==> src/design/alf_pkg.sv <==
// ----------------------------------------------------------------------------
// alf_pkg: shared constants and types of the ARGB linear fade
// Fixed point format, divider sizing, opcodes, controller states and the
// command and status groups between controller and datapath.
// ----------------------------------------------------------------------------
package alf_pkg;

   localparam int FRAC_BITS = 16;
   localparam int CH_W      = 8;
   localparam int LANES     = 4;
   localparam int INT_BITS  = 10;
   localparam int ACC_W     = FRAC_BITS + INT_BITS;
   localparam int QUO_W     = FRAC_BITS + CH_W;
   localparam int DIV_STEPS = QUO_W;
   localparam int CNT_W     = $clog2(DIV_STEPS);
   localparam int LEN_W     = 9;

   // step_count / 5 as (s * 205) >> 10, exact for every 8-bit s
   localparam int RECIP_FIFTH = 205;
   localparam int RECIP_SHIFT = 10;
   localparam int PROD_W      = 2 * CH_W;

   localparam logic [CH_W-1:0] STEP_RESET = CH_W'(100);

   typedef logic [LANES-1:0][CH_W-1:0] color_type;

   typedef enum logic {
      OP_START = 1'b0,
      OP_TICK  = 1'b1
   } op_type;

   typedef enum logic [2:0] {
      ST_IDLE,
      ST_DIVIDE,
      ST_ADD,
      ST_EMIT,
      ST_EMIT_LAST
   } fsm_state_type;

   typedef struct packed {
      logic start_load;
      logic div_step;
      logic add_step;
      logic out_load;
      logic out_last;
   } cmd_type;

   typedef struct packed {
      logic at_end;
      logic out_free;
   } status_type;

endpackage

==> src/design/alf_req_if.sv <==
// ----------------------------------------------------------------------------
// alf_req_if: request channel of the ARGB linear fade
// Valid/ready channel carrying one start or tick item per beat.
// ----------------------------------------------------------------------------
interface alf_req_if;
   logic       valid;
   logic       ready;
   logic       op;
   logic [7:0] from_alpha;
   logic [7:0] from_red;
   logic [7:0] from_green;
   logic [7:0] from_blue;
   logic [7:0] to_alpha;
   logic [7:0] to_red;
   logic [7:0] to_green;
   logic [7:0] to_blue;
   logic       rising;

   modport source (
      output valid, op, from_alpha, from_red, from_green, from_blue,
      output to_alpha, to_red, to_green, to_blue, rising,
      input  ready
   );
   modport sink (
      input  valid, op, from_alpha, from_red, from_green, from_blue,
      input  to_alpha, to_red, to_green, to_blue, rising,
      output ready
   );
endinterface

==> src/design/alf_rsp_if.sv <==
// ----------------------------------------------------------------------------
// alf_rsp_if: response channel of the ARGB linear fade
// Valid/ready channel carrying one colour beat per fade step.
// ----------------------------------------------------------------------------
interface alf_rsp_if;
   logic       valid;
   logic       ready;
   logic [7:0] out_alpha;
   logic [7:0] out_red;
   logic [7:0] out_green;
   logic [7:0] out_blue;
   logic       last;

   modport source (
      output valid, out_alpha, out_red, out_green, out_blue, last,
      input  ready
   );
   modport sink (
      input  valid, out_alpha, out_red, out_green, out_blue, last,
      output ready
   );
endinterface

==> src/design/alf_ctrl.sv <==
// ----------------------------------------------------------------------------
// alf_ctrl: fade controller
// Sequences request acceptance, the serial increment division, the tick
// update and the loading of the response register.
// ----------------------------------------------------------------------------
module alf_ctrl (
   input  logic                 clock,
   input  logic                 reset,
   input  logic                 req_valid,
   input  logic                 req_op,
   output logic                 req_ready,
   input  alf_pkg::status_type  status,
   output alf_pkg::cmd_type     cmd
);

   alf_pkg::fsm_state_type         state_ff, state_in;
   logic                           fading_ff, fading_in;
   logic [alf_pkg::CNT_W-1:0]      cnt_ff, cnt_in;

   always_ff @(posedge clock) begin
      if (reset) begin
         state_ff  <= alf_pkg::ST_IDLE;
         fading_ff <= 1'b0;
         cnt_ff    <= '0;
      end else begin
         state_ff  <= state_in;
         fading_ff <= fading_in;
         cnt_ff    <= cnt_in;
      end
   end

   always_comb begin
      state_in  = state_ff;
      fading_in = fading_ff;
      cnt_in    = cnt_ff;
      req_ready = 1'b0;
      cmd       = '0;
      unique case (state_ff)
         alf_pkg::ST_IDLE: begin
            req_ready = 1'b1;
            if (req_valid) begin
               if (req_op == alf_pkg::OP_START) begin
                  cmd.start_load = 1'b1;
                  fading_in      = 1'b1;
                  cnt_in         = '0;
                  state_in       = alf_pkg::ST_DIVIDE;
               end else if (fading_ff) begin
                  state_in = status.at_end ? alf_pkg::ST_EMIT_LAST : alf_pkg::ST_ADD;
               end
            end
         end
         alf_pkg::ST_DIVIDE: begin
            cmd.div_step = 1'b1;
            cnt_in       = cnt_ff + 1'b1;
            if (cnt_ff == alf_pkg::CNT_W'(alf_pkg::DIV_STEPS - 1)) begin
               state_in = alf_pkg::ST_IDLE;
            end
         end
         alf_pkg::ST_ADD: begin
            cmd.add_step = 1'b1;
            state_in     = alf_pkg::ST_EMIT;
         end
         alf_pkg::ST_EMIT: begin
            if (status.out_free) begin
               cmd.out_load = 1'b1;
               state_in     = alf_pkg::ST_IDLE;
            end
         end
         alf_pkg::ST_EMIT_LAST: begin
            if (status.out_free) begin
               cmd.out_load = 1'b1;
               cmd.out_last = 1'b1;
               fading_in    = 1'b0;
               state_in     = alf_pkg::ST_IDLE;
            end
         end
         default: begin
            state_in = alf_pkg::ST_IDLE;
         end
      endcase
   end

endmodule

==> src/design/alf_dp.sv <==
// ----------------------------------------------------------------------------
// alf_dp: fade datapath
// Step count register, four restoring dividers for the increments, the
// fixed point accumulators, clamping and the response register.
// ----------------------------------------------------------------------------
module alf_dp (
   input  logic                               clock,
   input  logic                               reset,
   input  logic                               csr_wr_en,
   input  logic [alf_pkg::CH_W-1:0]           csr_wr_data,
   input  alf_pkg::cmd_type                   cmd,
   output alf_pkg::status_type                status,
   input  alf_pkg::color_type                 src_colour,
   input  alf_pkg::color_type                 dst_colour,
   input  logic                               rise_mode,
   output alf_pkg::color_type                 rsp_color,
   output logic                               rsp_last,
   output logic                               rsp_valid,
   input  logic                               rsp_ready
);

   localparam int CH_W  = alf_pkg::CH_W;
   localparam int FB    = alf_pkg::FRAC_BITS;
   localparam int ACC_W = alf_pkg::ACC_W;
   localparam int QUO_W = alf_pkg::QUO_W;
   localparam int LEN_W = alf_pkg::LEN_W;
   localparam int LANES = alf_pkg::LANES;

   logic [CH_W-1:0]                    step_count_ff;
   logic [CH_W-1:0]                    divisor_ff;
   logic [LEN_W-1:0]                   fade_len_ff;
   logic [LEN_W-1:0]                   tick_count_ff;
   logic                               rising_ff;
   alf_pkg::color_type                 target_ff;
   logic [LANES-1:0]                   neg_ff;
   logic [LANES-1:0][CH_W-1:0]         rem_ff;
   logic [LANES-1:0][QUO_W-1:0]        quo_ff;
   logic [LANES-1:0][ACC_W-1:0]        accum_ff;
   alf_pkg::color_type                 out_color_ff;
   logic                               out_last_ff;
   logic                               out_valid_ff;

   logic [CH_W-1:0]                    step_eff;
   logic [alf_pkg::PROD_W-1:0]         fifth_prod;
   alf_pkg::color_type                 clamped;

   // configuration register
   always_ff @(posedge clock) begin
      if (reset) begin
         step_count_ff <= alf_pkg::STEP_RESET;
      end else if (csr_wr_en) begin
         step_count_ff <= csr_wr_data;
      end
   end

   assign step_eff   = (step_count_ff == '0) ? CH_W'(1) : step_count_ff;
   assign fifth_prod = alf_pkg::PROD_W'(step_eff) * alf_pkg::PROD_W'(alf_pkg::RECIP_FIFTH);

   // fade length and tick counter
   always_ff @(posedge clock) begin
      if (reset) begin
         tick_count_ff <= '0;
      end else if (cmd.start_load || (cmd.out_load && cmd.out_last)) begin
         tick_count_ff <= '0;
      end else if (cmd.add_step) begin
         tick_count_ff <= tick_count_ff + 1'b1;
      end
   end

   always_ff @(posedge clock) begin
      if (cmd.start_load) begin
         divisor_ff  <= step_eff;
         fade_len_ff <= LEN_W'(step_eff)
                        + LEN_W'(fifth_prod[alf_pkg::PROD_W-1:alf_pkg::RECIP_SHIFT]);
         rising_ff   <= rise_mode;
         target_ff   <= dst_colour;
      end
   end

   // per-lane divider and accumulator
   for (genvar i = 0; i < LANES; i++) begin : g_lane
      logic [CH_W-1:0]  mag;
      logic [CH_W:0]    trial;
      logic             fits;
      logic [ACC_W-1:0] delta_ext;
      logic [ACC_W-FB:0] ipart;
      logic             round_up;
      logic [ACC_W-FB:0] lim;
      logic [ACC_W-FB:0] clip;

      assign mag   = (dst_colour[i] >= src_colour[i]) ? (dst_colour[i] - src_colour[i])
                                                      : (src_colour[i] - dst_colour[i]);
      assign trial = {rem_ff[i], quo_ff[i][QUO_W-1]};
      assign fits  = (trial >= {1'b0, divisor_ff});
      assign delta_ext = ACC_W'(quo_ff[i]);

      always_ff @(posedge clock) begin
         if (cmd.start_load) begin
            neg_ff[i]   <= (dst_colour[i] < src_colour[i]);
            rem_ff[i]   <= '0;
            quo_ff[i]   <= {mag, {FB{1'b0}}};
            accum_ff[i] <= {{(ACC_W-FB-CH_W){1'b0}}, src_colour[i], {FB{1'b0}}};
         end else if (cmd.div_step) begin
            rem_ff[i] <= fits ? CH_W'(trial - {1'b0, divisor_ff}) : trial[CH_W-1:0];
            quo_ff[i] <= {quo_ff[i][QUO_W-2:0], fits};
         end else if (cmd.add_step) begin
            accum_ff[i] <= neg_ff[i] ? (accum_ff[i] - delta_ext) : (accum_ff[i] + delta_ext);
         end
      end

      // integer part truncated toward zero, clamp to target, saturate
      assign round_up = accum_ff[i][ACC_W-1] && (|accum_ff[i][FB-1:0]);
      assign ipart    = {accum_ff[i][ACC_W-1], accum_ff[i][ACC_W-1:FB]}
                        + (ACC_W-FB+1)'(round_up);
      assign lim      = (ACC_W-FB+1)'(target_ff[i]);

      always_comb begin
         clip = ipart;
         if (rising_ff) begin
            if ($signed(ipart) > $signed(lim)) clip = lim;
         end else begin
            if ($signed(ipart) < $signed(lim)) clip = lim;
         end
         priority if (clip[ACC_W-FB]) begin
            clamped[i] = '0;
         end else if (|clip[ACC_W-FB-1:CH_W]) begin
            clamped[i] = '1;
         end else begin
            clamped[i] = clip[CH_W-1:0];
         end
      end
   end

   // response register
   always_ff @(posedge clock) begin
      if (reset) begin
         out_valid_ff <= 1'b0;
      end else if (cmd.out_load) begin
         out_valid_ff <= 1'b1;
      end else if (rsp_ready) begin
         out_valid_ff <= 1'b0;
      end
   end

   always_ff @(posedge clock) begin
      if (cmd.out_load) begin
         out_color_ff <= cmd.out_last ? target_ff : clamped;
         out_last_ff  <= cmd.out_last;
      end
   end

   assign rsp_color       = out_color_ff;
   assign rsp_last        = out_last_ff;
   assign rsp_valid       = out_valid_ff;
   assign status.out_free = !out_valid_ff || rsp_ready;
   assign status.at_end   = (tick_count_ff >= fade_len_ff);

endmodule

==> src/design/argb_linear_fade_core.sv <==
// ----------------------------------------------------------------------------
// argb_linear_fade_core: four-channel ARGB linear colour fade
// A start beat loads start and target colours and works out the per-step
// increments; each tick beat then returns the next interpolated colour and,
// after the fade length, the exact target marked last.
// ----------------------------------------------------------------------------
// A start beat is accepted and then holds the request side while four
// restoring dividers produce the increments one quotient bit per cycle; a
// start gives no response. An interpolating tick is accepted, accumulated and
// then loaded into the response register; the final tick is accepted and
// then loads the target. Either waits while the sink stalls the response
// register. A tick while idle is taken and dropped. The fade runs step_count
// + step_count/5 interpolating ticks (a step_count of zero counts as one),
// then one tick returns the target with last set.
// step_count changes apply from the next start.
module argb_linear_fade_core (
   input  logic                       clock,
   input  logic                       reset,
   input  logic                       csr_wr_en,
   input  logic [alf_pkg::CH_W-1:0]   csr_wr_data,
   alf_req_if.sink                    req_chan,
   alf_rsp_if.source                  rsp_chan
);

   alf_pkg::cmd_type     cmd;
   alf_pkg::status_type  status;
   alf_pkg::color_type   src_colour;
   alf_pkg::color_type   dst_colour;
   alf_pkg::color_type   rsp_color;
   logic                 ready;

   assign src_colour = {req_chan.from_blue, req_chan.from_green,
                        req_chan.from_red, req_chan.from_alpha};
   assign dst_colour = {req_chan.to_blue, req_chan.to_green,
                        req_chan.to_red, req_chan.to_alpha};

   alf_ctrl u_ctrl (
      .clock     (clock),
      .reset     (reset),
      .req_valid (req_chan.valid),
      .req_op    (req_chan.op),
      .req_ready (ready),
      .status    (status),
      .cmd       (cmd)
   );

   alf_dp u_dp (
      .clock       (clock),
      .reset       (reset),
      .csr_wr_en   (csr_wr_en),
      .csr_wr_data (csr_wr_data),
      .cmd         (cmd),
      .status      (status),
      .src_colour  (src_colour),
      .dst_colour  (dst_colour),
      .rise_mode   (req_chan.rising),
      .rsp_color   (rsp_color),
      .rsp_last    (rsp_chan.last),
      .rsp_valid   (rsp_chan.valid),
      .rsp_ready   (rsp_chan.ready)
   );

   assign req_chan.ready     = ready;
   assign rsp_chan.out_alpha = rsp_color[0];
   assign rsp_chan.out_red   = rsp_color[1];
   assign rsp_chan.out_green = rsp_color[2];
   assign rsp_chan.out_blue  = rsp_color[3];

endmodule

==> src/flat_wrapper.sv <==
// flat-port wrapper written by rule: the top's interface ports become plain ports
module argb_linear_fade_core_flat 
  (clock, reset, csr_wr_en, csr_wr_data, req_chan_valid, req_chan_op, req_chan_from_alpha, req_chan_from_red, req_chan_from_green, req_chan_from_blue, req_chan_to_alpha, req_chan_to_red, req_chan_to_green, req_chan_to_blue, req_chan_rising, req_chan_ready, rsp_chan_valid, rsp_chan_out_alpha, rsp_chan_out_red, rsp_chan_out_green, rsp_chan_out_blue, rsp_chan_last, rsp_chan_ready);
  alf_req_if req_chan_i ();
  alf_rsp_if rsp_chan_i ();
  input  logic clock;
  input  logic reset;
  input  logic csr_wr_en;
  input  logic [alf_pkg::CH_W-1:0] csr_wr_data;
  input wire logic [$bits(req_chan_i.valid)-1:0] req_chan_valid;
  input wire logic [$bits(req_chan_i.op)-1:0] req_chan_op;
  input wire logic [$bits(req_chan_i.from_alpha)-1:0] req_chan_from_alpha;
  input wire logic [$bits(req_chan_i.from_red)-1:0] req_chan_from_red;
  input wire logic [$bits(req_chan_i.from_green)-1:0] req_chan_from_green;
  input wire logic [$bits(req_chan_i.from_blue)-1:0] req_chan_from_blue;
  input wire logic [$bits(req_chan_i.to_alpha)-1:0] req_chan_to_alpha;
  input wire logic [$bits(req_chan_i.to_red)-1:0] req_chan_to_red;
  input wire logic [$bits(req_chan_i.to_green)-1:0] req_chan_to_green;
  input wire logic [$bits(req_chan_i.to_blue)-1:0] req_chan_to_blue;
  input wire logic [$bits(req_chan_i.rising)-1:0] req_chan_rising;
  output wire logic [$bits(req_chan_i.ready)-1:0] req_chan_ready;
  output wire logic [$bits(rsp_chan_i.valid)-1:0] rsp_chan_valid;
  output wire logic [$bits(rsp_chan_i.out_alpha)-1:0] rsp_chan_out_alpha;
  output wire logic [$bits(rsp_chan_i.out_red)-1:0] rsp_chan_out_red;
  output wire logic [$bits(rsp_chan_i.out_green)-1:0] rsp_chan_out_green;
  output wire logic [$bits(rsp_chan_i.out_blue)-1:0] rsp_chan_out_blue;
  output wire logic [$bits(rsp_chan_i.last)-1:0] rsp_chan_last;
  input wire logic [$bits(rsp_chan_i.ready)-1:0] rsp_chan_ready;
  assign req_chan_i.valid = req_chan_valid;
  assign req_chan_i.op = req_chan_op;
  assign req_chan_i.from_alpha = req_chan_from_alpha;
  assign req_chan_i.from_red = req_chan_from_red;
  assign req_chan_i.from_green = req_chan_from_green;
  assign req_chan_i.from_blue = req_chan_from_blue;
  assign req_chan_i.to_alpha = req_chan_to_alpha;
  assign req_chan_i.to_red = req_chan_to_red;
  assign req_chan_i.to_green = req_chan_to_green;
  assign req_chan_i.to_blue = req_chan_to_blue;
  assign req_chan_i.rising = req_chan_rising;
  assign req_chan_ready = req_chan_i.ready;
  assign rsp_chan_valid = rsp_chan_i.valid;
  assign rsp_chan_out_alpha = rsp_chan_i.out_alpha;
  assign rsp_chan_out_red = rsp_chan_i.out_red;
  assign rsp_chan_out_green = rsp_chan_i.out_green;
  assign rsp_chan_out_blue = rsp_chan_i.out_blue;
  assign rsp_chan_last = rsp_chan_i.last;
  assign rsp_chan_i.ready = rsp_chan_ready;
  argb_linear_fade_core u_core (.clock(clock), .reset(reset), .csr_wr_en(csr_wr_en), .csr_wr_data(csr_wr_data), .req_chan(req_chan_i), .rsp_chan(rsp_chan_i));
endmodule
==> config.mk <==
export PLATFORM = sky130hd
export DESIGN_NAME = argb_linear_fade_core_flat
export DESIGN_NICKNAME = d
export VERILOG_FILES = /design/src/design/alf_pkg.sv /design/src/design/alf_req_if.sv /design/src/design/alf_rsp_if.sv /design/src/design/alf_ctrl.sv /design/src/design/alf_dp.sv /design/src/design/argb_linear_fade_core.sv /design/src/flat_wrapper.sv
export SDC_FILE = /design/constraint.sdc
export NUM_CORES = 1
export LEC_CHECK = 0
export BUFFER_PORTS_ARGS = -buffer_cell sky130_fd_sc_hd__buf_2
export CORE_AREA = 2 2 262 264
export CTS_BUF_LIST = sky130_fd_sc_hd__clkbuf_2 sky130_fd_sc_hd__clkbuf_4 sky130_fd_sc_hd__clkbuf_8
export CTS_CLUSTER_SIZE = 8
export DETAILED_ROUTE_END_ITERATION = 10
export DIE_AREA = 0 0 264 266
export PLACE_DENSITY = 0.64
export SETUP_SLACK_MARGIN = 0.5
export SYNTH_ARGS = -nofsm -noshare
export SYNTH_HDL_FRONTEND = slang
export SYNTH_SLANG_ARGS = --single-unit
==> constraint.sdc <==
create_clock -name clock -period 16 [get_ports clock]
set_clock_uncertainty 0.05 [all_clocks]
set_input_delay 3.2 -clock clock [delete_from_list [all_inputs] [get_ports clock]]
set_output_delay 3.2 -clock clock [all_outputs]
set_load 0.005 [all_outputs]
# After elaboration in Yosys (flattened, before gate mapping)
# Cells that the tools add are included.
word_totals:
  ff_bits: 346
  inputBits: 79
  out_inout_bits: 35
  word_cells: 214
classes:
  add_sub_neg: 27
  mul: 1
  magnitude_cmp: 21
  eq_ne: 12
  muxes: 80
  bitwise: 1
  reduce_logical: 30
ops:
  columns: ["op", "count"]
  rows:
  - ["two-way mux 24 bit", 20]
  - ["two-way mux 8 bit", 17]
  - ["two-way mux 11 bit", 12]
  - ["adder 26 x 24 -> 26 bit", 4]
  - ["two-way mux 26 bit", 4]
  - ["subtractor 26 x 24 -> 26 bit", 4]
  - ["subtractor 8 bit", 12]
  - ["OR reduction 16 bit", 4]
  - ["adder 10 x 2 -> 11 bit", 4]
  - ["greater-than comparator 11 x 9 -> 1 bit", 4]
  - ["less-than comparator 11 x 9 -> 1 bit", 4]
  - ["greater-or-equal comparator 9 x 8 -> 1 bit", 4]
  - ["greater-or-equal comparator 8 bit", 4]
  - ["less-than comparator 8 bit", 4]
  - ["two-way mux 32 bit", 1]
  - ["two-way mux 3 bit", 6]
  - ["multiplier 8 x 8 -> 16 bit, second input constant", 1]
  - ["two-way mux 1 bit", 13]
  - ["case mux 3 bit (4 select lines)", 1]
  - ["OR reduction 2 bit", 6]
  - ["two-way mux 5 bit", 2]
  - ["case mux 5 bit (2 select lines)", 1]
  - ["nonzero test 2 bit", 5]
  - ["adder 8 x 6 -> 9 bit", 1]
  - ["21 further kinds", 34]

# Logic depth before layout (Yosys ltp)
# Gate-level depths: netlist (run 1).
depth:
  ltp_word: 10
  depth_mapped: 27
  ltp_nobuf: 27

# By module
# Synthesis (run 1) repeated with hierarchy kept, for this count alone.
hier_totals:
  cells_unflattened: 3146
  area_unflattened_um2: 26939.6
by_module_without_submodules:
  columns: ["mod", "n_inst", "cells_each", "area_per_inst_um2", "seq_area_each_um2"]
  rows:
  - ["alf_dp", 1, 3082, 26425.3, 8257.9]
  - ["alf_ctrl", 1, 64, 514.2, 180.2]

# Worst setup path after synthesis (run 1)
# Ideal clock, no wire load.
synth_timing:
  kind: "input -> register"
  startpoint: "input port req_chan_op"
  endpoint: "register u_core.u_dp.divisor_ff[0], enable pin"
  setup_ns: 0.439
  arrival_ns: 5.413
  t_required_ns: 15.511
  setup_slack_ns: 10.098
  path_stages: 5
  path_buffers: 2
  cell_sequence: "inv_1 > nand3_1 > inv_1 > clkbuf_1 > buf_1"
synth_rtl:
  columns: ["item", "line", "rtl"]
  rows:
  - ["start: declaration", "flat_wrapper.sv:11", "input wire logic [$bits(req_chan_i.op)-1:0] req_chan_op;"]
  - ["end signal: assignment", "alf_dp.sv:72", "divisor_ff <= step_eff;"]
  - ["end: declaration", "alf_dp.sv:30", "logic [CH_W-1:0] divisor_ff;"]

# Worst setup path after layout (run 1)
layout_timing:
  startpoint: "register u_core.u_dp.step_count_ff[2]"
  endpoint: "register u_core.u_dp.fade_len_ff[7], data pin"
layout_via:
  elab_chain_cells: 4
layout_lines:
  columns: ["item", "line", "rtl"]
  rows:
  - ["start: declaration", "alf_dp.sv:29", "logic [CH_W-1:0] step_count_ff;"]
  - ["start signal: assignment", "alf_dp.sv:50", "step_count_ff <= alf_pkg::STEP_RESET;"]
  - ["start signal: assignment", "alf_dp.sv:52", "step_count_ff <= csr_wr_data;"]
  - ["zero test 8 bit *", "alf_dp.sv:56", "assign step_eff = (step_count_ff == '0) ? CH_W'(1) : step_count_ff;"]
  - ["two-way mux 8 bit *", "alf_dp.sv:56", null]
  - ["named net u_core.u_dp.step_eff[5]", "alf_dp.sv:43", "logic [CH_W-1:0] step_eff;"]
  - ["multiplier 8 x 8 -> 16 bit", "alf_dp.sv:57", "assign fifth_prod = alf_pkg::PROD_W'(step_eff) * alf_pkg::PROD_W'(alf_pkg::RECIP_FIFTH);"]
  - ["adder 8 x 6 -> 9 bit *", "alf_dp.sv:74", "+ LEN_W'(fifth_prod[alf_pkg::PROD_W-1:alf_pkg::RECIP_SHIFT]);"]
  - ["end signal: assignment", "alf_dp.sv:73", "fade_len_ff <= LEN_W'(step_eff)"]
  - ["end: declaration", "alf_dp.sv:31", "logic [LEN_W-1:0] fade_len_ff;"]
# Mark *: on every way through the listed nets, which the timed path passes. The rest lies on a longest branch.
# A chain may end at the register's enable or synchronous reset.

==> impl_metrics.yaml, run 1 <==
placement:
  gp_congestion: 0.885
  dp_cells: 4043
  post-dp-hpwl_mm: 48.1
  portBuffers: 113
cts:
  cts_setup_buffers: 0
  cts_buffers: 68
  cts.sinks: 346
  clkTransAtPathRegs_ns: 0.06
  clk_latency_ns: 0.65
  cts.path.max_buffers: 3
  hold_buffers: 0
  cts_resized: 0
  htree_num_levels: 3
  cts_tree: "done"
  cts_root_buffer: "clkbuf_8"
setup_path:
  end_kind: "flip-flop"
  crit_fanout: 8
  cp.required_ns: 16.31
  r2r_setup_slack_ns: 10.07
  r2r_start: "u_core.u_dp.step_count_ff[2]"
  reg2reg_to: "u_core.u_dp.fade_len_ff[7]"
  reg2reg_depth: 27
  startpoint_type: "flip-flop"
  crit_type: "reg -> reg"
  arrival_ns: 6.24
grt:
  grt_pass1_wl_mm: 109
  grt_pass1_vias: 21571
  antenna_found_initial: 2
  grt_max_degree: 101
  grt_overflow: 0
  track_usage: 0.186
finish:
  layout.nets: 3636
  nFillCells: 6744
  fin_cells: 4168
  drive_above_1_share: 0.0922
  area_growth_syn_to_layout_pct: 10.6
  final_core_util: 0.438
die:
  die_w_um: 264
  dieArea_um2: 70200
  placementRows: 96
  die_h_um: 266
  start_util: 0.396
  io_pins: 114
  core_um2: 67700
detailed_routing:
  ant_nets: 0
  drt_iter0_markers: 1726
  num_vias: 22448
  vias_per_cell: 5.39
  wl_per_cell_um: 15.8
  drt_pre_antenna_iters: 6
  wirelength_mm: 65.9
  drc: 0
yosys:
  synth_area_leaders: "edfxtp_1, dfxtp_1, ha_1, xnor2_1, o21ai_0"
  syn_avg_cell_area_um2: 8.55
  syn-num-nets: 3542
  synthFlopType: "dfxtp_1"
  syn_area_um2: 26800
  async_flop_share: 0
  synth_cells: 3137
  synth_top_area_share: 0.169
  synth-seq-area-share: 0.315
  synth-warning-count: 0
  yosysUniqueCellTypes: 87
  synth_edf_count: 151
  synth_top_cell_by_area: "edfxtp_1"
  ys_ff_latch: 346
sta:
  max-slew-margin-rel: 0.262
  fin_crit_ns: 5.93
  hold_slack_ns: 0.409
  tns_ns: 0
  hold_viol: 0
  finalSetupViolCount: 0
  rsz0062_at_grt: "no"
  max_freq_mhz: 169
  finalMaxSlewViolations: 0
  finalCritPeriodShare: 0.371
  tightest_slew_ns: 1.11
outcome:
  run_status: "finished clean"
hold_path:
  hold_end: "u_core.u_ctrl.fading_ff"
  hp-class: "reg -> reg"
  hold_path_depth: 2
  holdCritStartpoint: "u_core.u_ctrl.fading_ff"
power_and_ir_drop:
  power.density_nw_per_um2: 198
  p_total_uw: 5870
  leakagePower_uw: 0.0128
  ir_drop_v: 0.0000836
flow_run:
  cap_violations: 0
-- kinds of logic (layout without fill, tap and decap cells) --
family	Yosys count	count (layout)	synth area share
other cells	0	1	0
compound gates	897	897	0.206
buf+inv	350	498	0.0491
mux	55	55	0.0209
simple gates	901	901	0.164
fa+ha+maj	326	326	0.160
xor+xnor	262	262	0.0856
flops	346	346	0.315
-- area by class of cell --
cell class	instances	area (um^2)	area share
Timing Repair Buffer	127	671	0.0226
Sequential cell	346	8440	0.284
Clock buffer	102	1250	0.0423
Tap cell	882	1100	0.0372
Clock inverter	22	145	0.00489
Inverter	247	930	0.0313
Antenna cell	1	2.50	0.0000844
Multi-Input combinational cell	2441	17100	0.577
-- per-layer routing --
layer  GRT usage  wire, um
met5           0         0
met4      0.0507      1320
met3      0.0277      2590
met2       0.307     29800
met1       0.253     32100
-- report_power, final --
group	switching, uW	internal (uW)	leakage, uW
Sequential	184	1170	0.00301
Combinational	2040	1550	0.00905
Clock	404	519	0.000745
-- metrics by stage --
step | worst slack, ns | area [um^2]
finish | 10.07 | 29700
global route | 9.65 | 29700
CTS | 10.09 | 29700
detailed placement | 9.76 | 28300
global placement | 9.88 | 28300
floorplan | 10.10 | 26800
-- worst max-delay path by stage --
stage,slack [ns],cells after the start,end,from
after global placement,9.88,10,u_core.u_ctrl.cnt_ff[3],req_chan_op
after global routing,9.65,27,u_core.u_dp.fade_len_ff[7],u_core.u_dp.step_count_ff[6]
after detailed placement,9.76,10,u_core.u_ctrl.cnt_ff[3],req_chan_op
after floorplan,10.10,5,u_core.u_dp.divisor_ff[0],req_chan_op
after CTS,10.09,27,u_core.u_dp.fade_len_ff[7],u_core.u_dp.step_count_ff[2]
final,10.07,27,u_core.u_dp.fade_len_ff[7],u_core.u_dp.step_count_ff[2]
-- registers in the layout, summed over array words and instances (netlist names) --
register / flops
u_core.u_dp.g_lane.lim: 32
u_core.u_dp.rsp_valid: 1
u_core.u_dp.step_count_ff: 8
u_core.u_dp.rising_ff: 1
u_core.u_dp.g_lane.trial: 32
u_core.u_dp.rsp_last: 1
u_core.u_dp.rsp_color: 32
u_core.u_dp.g_lane.delta_ext: 96
u_core.u_ctrl.state_ff: 3
u_core.u_dp.tick_count_ff: 9
u_core.u_dp.fade_len_ff: 9
u_core.u_dp.accum_ff: 104
u_core.u_ctrl.fading_ff: 1
u_core.u_ctrl.cnt_ff: 5
u_core.u_dp.neg_ff: 4
u_core.u_dp.divisor_ff: 8
-- critical path: stages (launching register included) --
cell and delay, ns:
dfxtp_1 0.33, inv_1 0.15, ha_1 0.17, nand3_1 0.10, nor3_1 0.58, nor2_1 0.20, ha_1 0.34, ha_1 0.28
inv_1 0.05, fa_1 0.53, inv_1 0.04, ha_1 0.28, nand4_1 0.09, o21bai_1 0.06, a21o_1 0.18, a21oi_1 0.25
o21ai_0 0.13, a21oi_1 0.23, xnor2_1 0.17, ha_1 0.26, a21o_1 0.17, a21oi_1 0.22, o21bai_1 0.09, a21oi_1 0.23
nor2b_1 0.07, o21ai_0 0.20, xnor2_1 0.14, nor2_1 0.06
-- layout by cell type, fill, tap and decap left out, types with 20 or more instances in the layout --
| cell | n |
|---|---|
| and3_1 | 29 |
| mux2i_1 | 47 |
| fa_1 | 28 |
| a21oi_1 | 209 |
| buf_2 | 113 |
| o22ai_1 | 42 |
| a31oi_1 | 24 |
| o21bai_1 | 21 |
| clkbuf_4 | 24 |
| a21o_1 | 89 |
| o21ai_1 | 22 |
| dfxtp_1 | 195 |
| nand2b_1 | 47 |
| clkbuf_8 | 78 |
| nor2b_1 | 41 |
| xor2_1 | 80 |
| inv_1 | 245 |
| o31ai_1 | 21 |
| ha_1 | 298 |
| nor2_1 | 181 |
| xnor2_1 | 182 |
| nand3_1 | 113 |
| nor4_1 | 38 |
| o21ai_0 | 296 |
| nand4_1 | 23 |
| nor3_1 | 52 |
| o21a_1 | 30 |
| a211oi_1 | 20 |
| nand2_1 | 287 |
| edfxtp_1 | 151 |
-- Yosys cell counts (80+ instances only) --
cell type and n:
ha_1 298, o21ai_0 296, nand2_1 288, inv_1 246, a21oi_1 210, dfxtp_1 195
nor2_1 183, xnor2_1 182, edfxtp_1 151, nand3_1 114, a21o_1 89, clkbuf_1 89
xor2_1 80
Power figures use the tool's default switching activity.
==> run 2: changes to the inputs <==
- ABC_AREA: default -> 1
- CORE_AREA: 2 2 262 264 -> 2 2 275 277
- DIE_AREA: 0 0 264 266 -> 0 0 277 279
- PLACE_DENSITY: 0.64 -> 0.63
- clock period: 16 -> 6.22 ns (I/O delays scaled with it)
==> impl_metrics.yaml, run 2 <==
outcome:
  run_status: "finished clean"
hold_path:
  holdCritStartpoint: "u_core.u_dp.g_lane[3].trial[8]"
  hp-class: "reg -> reg"
finish:
  largest_reg_flops: 104
  final_cell_mix: "nand2_1, inv_1, nor2_1"
  area_growth_syn_to_layout_pct: 10.1
  drive_above_1_share: 0.0705
  final_common_cell: "nand2_1"
  regMostFlops: "u_core.u_dp.accum_ff"
  nFillCells: 7768
  postLayoutCellArea_um2: 32400
  layout.nets: 4804
  fin_cells: 5423
yosys:
  ys_ff_latch: 346
  syn_area_um2: 29400
  synthTopCellsByCount: "nand2_1, inv_1, nor2_1"
  synth-warning-count: 0
  syn-num-nets: 4691
  synthFlopType: "dfxtp_1"
  synth-seq-area-share: 0.287
  syn_avg_cell_area_um2: 6.87
  synth_top_area_share: 0.154
  post-synth-top-count-cell: "nand2_1"
  synth_top_cell_by_area: "edfxtp_1"
  async_flop_share: 0
  synth_cells: 4286
  yosysUniqueCellTypes: 54
  synth_edf_count: 151
  synth_area_leaders: "edfxtp_1, nand2_1, dfxtp_1, ha_1, inv_1"
detailed_routing:
  drt_pre_antenna_iters: 6
  routed-wl-met2_mm: 36.0
  drc: 0
  wirelength_mm: 80.7
  ant_nets: 0
  wl_met3_mm: 3.93
  highest_layer: "met4"
  wl_per_cell_um: 14.9
  num_vias: 27602
  wl_met1_mm: 38.9
  vias_per_cell: 5.09
  drt_iter0_markers: 1853
sta:
  hold_viol: 0
  rsz0062_at_grt: "no"
  tns_ns: 0
  fin_crit_ns: 5.25
  max_freq_mhz: 191
  tightest_slew_ns: 1.05
  finalMaxSlewViolations: 0
  finalCritPeriodShare: 0.844
  finalSetupViolCount: 0
  max-slew-margin-rel: 0.297
cts:
  cts_buffers: 67
  clk_latency_ns: 0.66
  cts_setup_buffers: 0
  clkTransAtPathRegs_ns: 0.05
  cts.path.max_buffers: 3
  cts_tree: "done"
  cts.sinks: 346
  htree_num_levels: 3
  cts_root_buffer: "clkbuf_8"
setup_path:
  r2r_start: "u_core.u_dp.step_count_ff[6]"
  end_kind: "flip-flop"
  startpoint_type: "flip-flop"
  crit_type: "reg -> reg"
  slowest_delay_ns: 0.54
  slowest_stage: "fa_1"
  cp.required_ns: 6.54
  arrival_ns: 5.57
  crit_fanout: 7
  path_common_cell: "nand2_1"
  startpoint: "u_core.u_dp.step_count_ff[6]"
die:
  placementRows: 100
  dieArea_um2: 77300
  core_um2: 74100
  start_util: 0.397
  die_w_um: 277
  io_pins: 114
  die_h_um: 279
placement:
  dp_cells: 5299
  post-dp-hpwl_mm: 61.6
  place_area_um2: 31000
  portBuffers: 113
  gp_congestion: 0.917
grt:
  grt_overflow: 0
  antenna_found_initial: 3
  grt_max_degree: 81
  grt_pass1_wl_mm: 133
  grt_pass1_vias: 25982
  track_usage: 0.207
flow_run:
  cap_violations: 0
power_and_ir_drop:
  p_total_uw: 15800
  ir_drop_v: 0.000182
  power.density_nw_per_um2: 487
  leakagePower_uw: 0.0162
## run 2: cell count changes in the layout (fill, tap and decap cells not counted), sizes merged, moves of 29 or more
| cell | change |
|---|---|
| a21o | -67 |
| xor2 | +79 |
| and3 | -29 |
| o22ai | +64 |
| nand2 | +896 |
| nand3 | +152 |
| xnor2 | -160 |
| nor2b | -42 |
| o21ai | -66 |
| inv | +378 |
| nand2b | -47 |
| mux2i | -47 |
| a21oi | +81 |
| nor2 | +170 |
## run 2: timing repair
action | 4_1_cts | 5_1_grt
setup endpoints to repair | 0 | 3
hold buffers | 0 | 0
endpoints found under the hold margin | 0 | 0
resized for setup | 0 | 5
## run 2: routing by layer
metal,up-vias,track usage
met3,119,0.0309
met5,-,0
met2,598,0.343
met4,0,0.0573
li1,14366,-
met1,12519,0.282
## run 2: cells by family (layout without fill, tap and decap cells)
kind of cell,after synthesis,count (layout),share of synthesized area
XOR/XNOR,181,181,0.0538
adder cells (fa/ha/maj),326,326,0.146
buffers and inverters,710,877,0.0921
flip-flops,346,346,0.287
AND/OR/NAND/NOR,1964,1964,0.276
AO/OA/AOI/OAI,759,759,0.145
other,0,1,0
## run 2: report_power, final
part | leakage (uW) | internal [uW] | total (uW) | switching [uW]
registers | 0.00302 | 2960 | 3340 | 380
logic | 0.0124 | 3400 | 10000 | 6600
clock network | 0.000761 | 1380 | 2440 | 1060
total | 0.0162 | 7750 | 15800 | 8030
## run 2: worst paths after layout
path,depth (start not counted),slack [ns],to
worst min register to register,2,0.42,u_core.u_dp.g_lane[3].trial[8]
worst min-delay path,2,0.42,u_core.u_dp.g_lane[3].trial[8]
worst max-delay path,31,0.97,u_core.u_dp.fade_len_ff[7]
worst max register to register,31,0.97,u_core.u_dp.fade_len_ff[7]
## run 2: metrics by stage
stage | utilization | hold slack, ns | setup WS (ns)
finish | 0.438 | 0.422 | 0.971
global placement | 0.418 | 0.397 | 0.753
detailed placement | 0.418 | 0.410 | 0.680
CTS | 0.438 | 0.421 | 0.655
floorplan | - | 0.380 | 1.33
global route | 0.438 | 0.433 | 0.524
## run 2: layout make-up
type	count	area, um^2	share of cell area
antenna	1	2.50	0.0000772
clock buffer	103	1260	0.0389
clock inverter	20	165	0.00509
inverter	627	2360	0.0727
multi-input combinational	3230	18300	0.565
sequential	346	8440	0.260
tap	969	1210	0.0374
timing repair buffer	127	671	0.0207
## run 2: critical path: cells and delay by family, from the launching register on
family                     cells  cell delay (ns)
and+or+nand+nor               15             1.50
xor gates and xnor gates       1             0.13
buffers and inverters          5             0.39
AOI/OAI and AO/OA              4             0.59
DFF                            1             0.36
adders and majority gates      6             1.94
==> run 3: changes to the inputs <==
- ABC_AREA: 1 -> 0
- CORE_AREA: 2 2 275 277 -> 2 2 262 264
- DIE_AREA: 0 0 277 279 -> 0 0 264 266
- PLACE_DENSITY: 0.63 -> 0.64
- clock period: 6.22 -> 4.9 ns (I/O delays scaled with it)
==> impl_metrics.yaml, run 3 (same netlist as run 1, synthesis figures left out) <==
grt:
  grt_overflow: 0
  track_usage: 0.187
  antenna_found_initial: 4
  grt_pass1_vias: 21918
  grt_pass1_wl_mm: 109
  grt_max_degree: 119
finish:
  area_growth_syn_to_layout_pct: 15.3
  nFillCells: 6589
  drive_above_1_share: 0.139
  largest_reg_flops: 104
  postLayoutCellArea_um2: 30900
  final_core_util: 0.456
  regMostFlops: "u_core.u_dp.accum_ff"
  final_common_cell: "o21ai_0"
  layout.nets: 3700
  final_cell_mix: "o21ai_0, nand2_1, ha_1"
  fin_cells: 4232
sta:
  finalMaxSlewViolations: 0
  hold_viol: 0
  max_freq_mhz: 205
  rsz0062_at_grt: "yes"
  hold_slack_ns: 0.420
  fin_crit_ns: 4.89
  finalSetupViolCount: 0
  finalCritPeriodShare: 0.997
  tns_ns: 0
  max-slew-margin-rel: 0.273
  tightest_slew_ns: 1.09
setup_path:
  slowest_delay_ns: 0.47
  crit_fanout: 3
  startpoint_type: "flip-flop"
  crit_type: "reg -> reg"
  end_kind: "flip-flop"
  path_common_cell: "a21oi_2"
  arrival_ns: 5.24
  cp.required_ns: 5.25
  slowest_stage: "fa_1"
flow_run:
  cap_violations: 0
placement:
  gp_congestion: 0.882
  post-dp-hpwl_mm: 48.0
  dp_cells: 4081
  place_area_um2: 28700
  portBuffers: 113
die:
  start_util: 0.396
  dieArea_um2: 70200
  die_h_um: 266
  die_w_um: 264
  placementRows: 96
  core_um2: 67700
  io_pins: 114
detailed_routing:
  drt_iter0_markers: 1427
  num_vias: 22808
  vias_per_cell: 5.39
  drt_pre_antenna_iters: 6
  drc: 0
  wirelength_mm: 66.8
  wl_per_cell_um: 15.8
  ant_nets: 0
cts:
  cts_root_buffer: "clkbuf_8"
  cts_tree: "done"
  htree_num_levels: 3
  cts_buffers: 69
  hold_buffers: 0
  clkTransAtPathRegs_ns: 0.06
  clk_latency_ns: 0.64
  cts.sinks: 346
  cts.path.max_buffers: 3
power_and_ir_drop:
  p_int_uw: 11300
  comb_power_share: 0.616
  p_switching_uw: 8810
  sw_frac_of_total: 0.439
  ir_drop_v: 0.000373
  power.density_nw_per_um2: 650
  leakagePower_uw: 0.0133
  seqPwrFrac: 0.224
  clockPowerShare: 0.160
outcome:
  run_status: "finished clean"
hold_path:
  hp-class: "reg -> reg"
-- run 3: cell types whose count changed in the layout (fill, tap and decap cells not counted), sizes merged, moves of 81 or more --
| cell | before | now |
|---|---|---|
| nand2 | 1184 | 288 |
| inv | 627 | 247 |
| nor2 | 357 | 187 |
| xnor2 | 22 | 182 |
| nand3 | 267 | 115 |
| a21oi | 293 | 212 |
-- run 3: area by class of cell --
cell class | instances | area [um^2] | area share
antenna | 1 | 2.50 | 0.0000809
clock buffer | 102 | 1270 | 0.0412
clock inverter | 23 | 216 | 0.00700
inverter | 247 | 932 | 0.0301
multi-input combinational | 2441 | 17700 | 0.574
sequential | 346 | 8450 | 0.273
tap | 882 | 1100 | 0.0357
timing repair buffer | 190 | 1190 | 0.0386
-- run 3: power groups by stage --
stage | Clock (uW) | Sequential, uW | Combinational (uW)
floorplan | 0 | 4270 | 9470
global placement | 0 | 4470 | 11600
detailed placement | 0 | 4480 | 11700
CTS | 3300 | 4450 | 12000
global route | 3420 | 4590 | 13900
finish | 3200 | 4500 | 12400
-- run 3: stage by stage --
step	setup slack [ns]	total power, uW
finish	0.0141	20100
global route	-0.184	22000
CTS	0.112	19700
detailed placement	-0.0267	16200
global placement	0.00903	16100
floorplan	0.233	13700
-- run 3: worst paths after layout --
path | from | end | slack, ns | cells after the start
worst max-delay path | u_core.u_dp.step_count_ff[2] | u_core.u_dp.fade_len_ff[7] | 0.01 | 28
worst min-delay path | u_core.u_ctrl.fading_ff | u_core.u_ctrl.fading_ff | 0.42 | 2
worst max register to register | u_core.u_dp.step_count_ff[2] | u_core.u_dp.fade_len_ff[7] | 0.01 | 28
worst min register to register | u_core.u_ctrl.fading_ff | u_core.u_ctrl.fading_ff | 0.42 | 2
-- run 3: worst max-delay path, delay by kind of cell (launching register included) --
family / cells / cell delay, ns
adder cells (fa/ha/maj): 6 / 1.61
XOR/XNOR: 2 / 0.29
buffers and inverters: 4 / 0.28
flip-flops: 1 / 0.35
AO/OA/AOI/OAI: 10 / 1.48
AND/OR/NAND/NOR: 6 / 0.58
-- run 3: layer usage --
metal  vias to the layer above  share of wire  GRT usage
met5                         -        0.00016          0
met1                     10615           0.48      0.253
met2                       476           0.45      0.306
li1                      11607              -          -
met3                       108          0.047     0.0330
met4                         2          0.022     0.0525
-- run 3: repair_timing --
item | 4_1_cts | 5_1_grt
gates resized for setup | 41 | 67
pin swaps | 44 | 62
endpoints found under the setup margin | 37 | 49
gates cloned | 0 | 0
setup buffers | 15 | 10
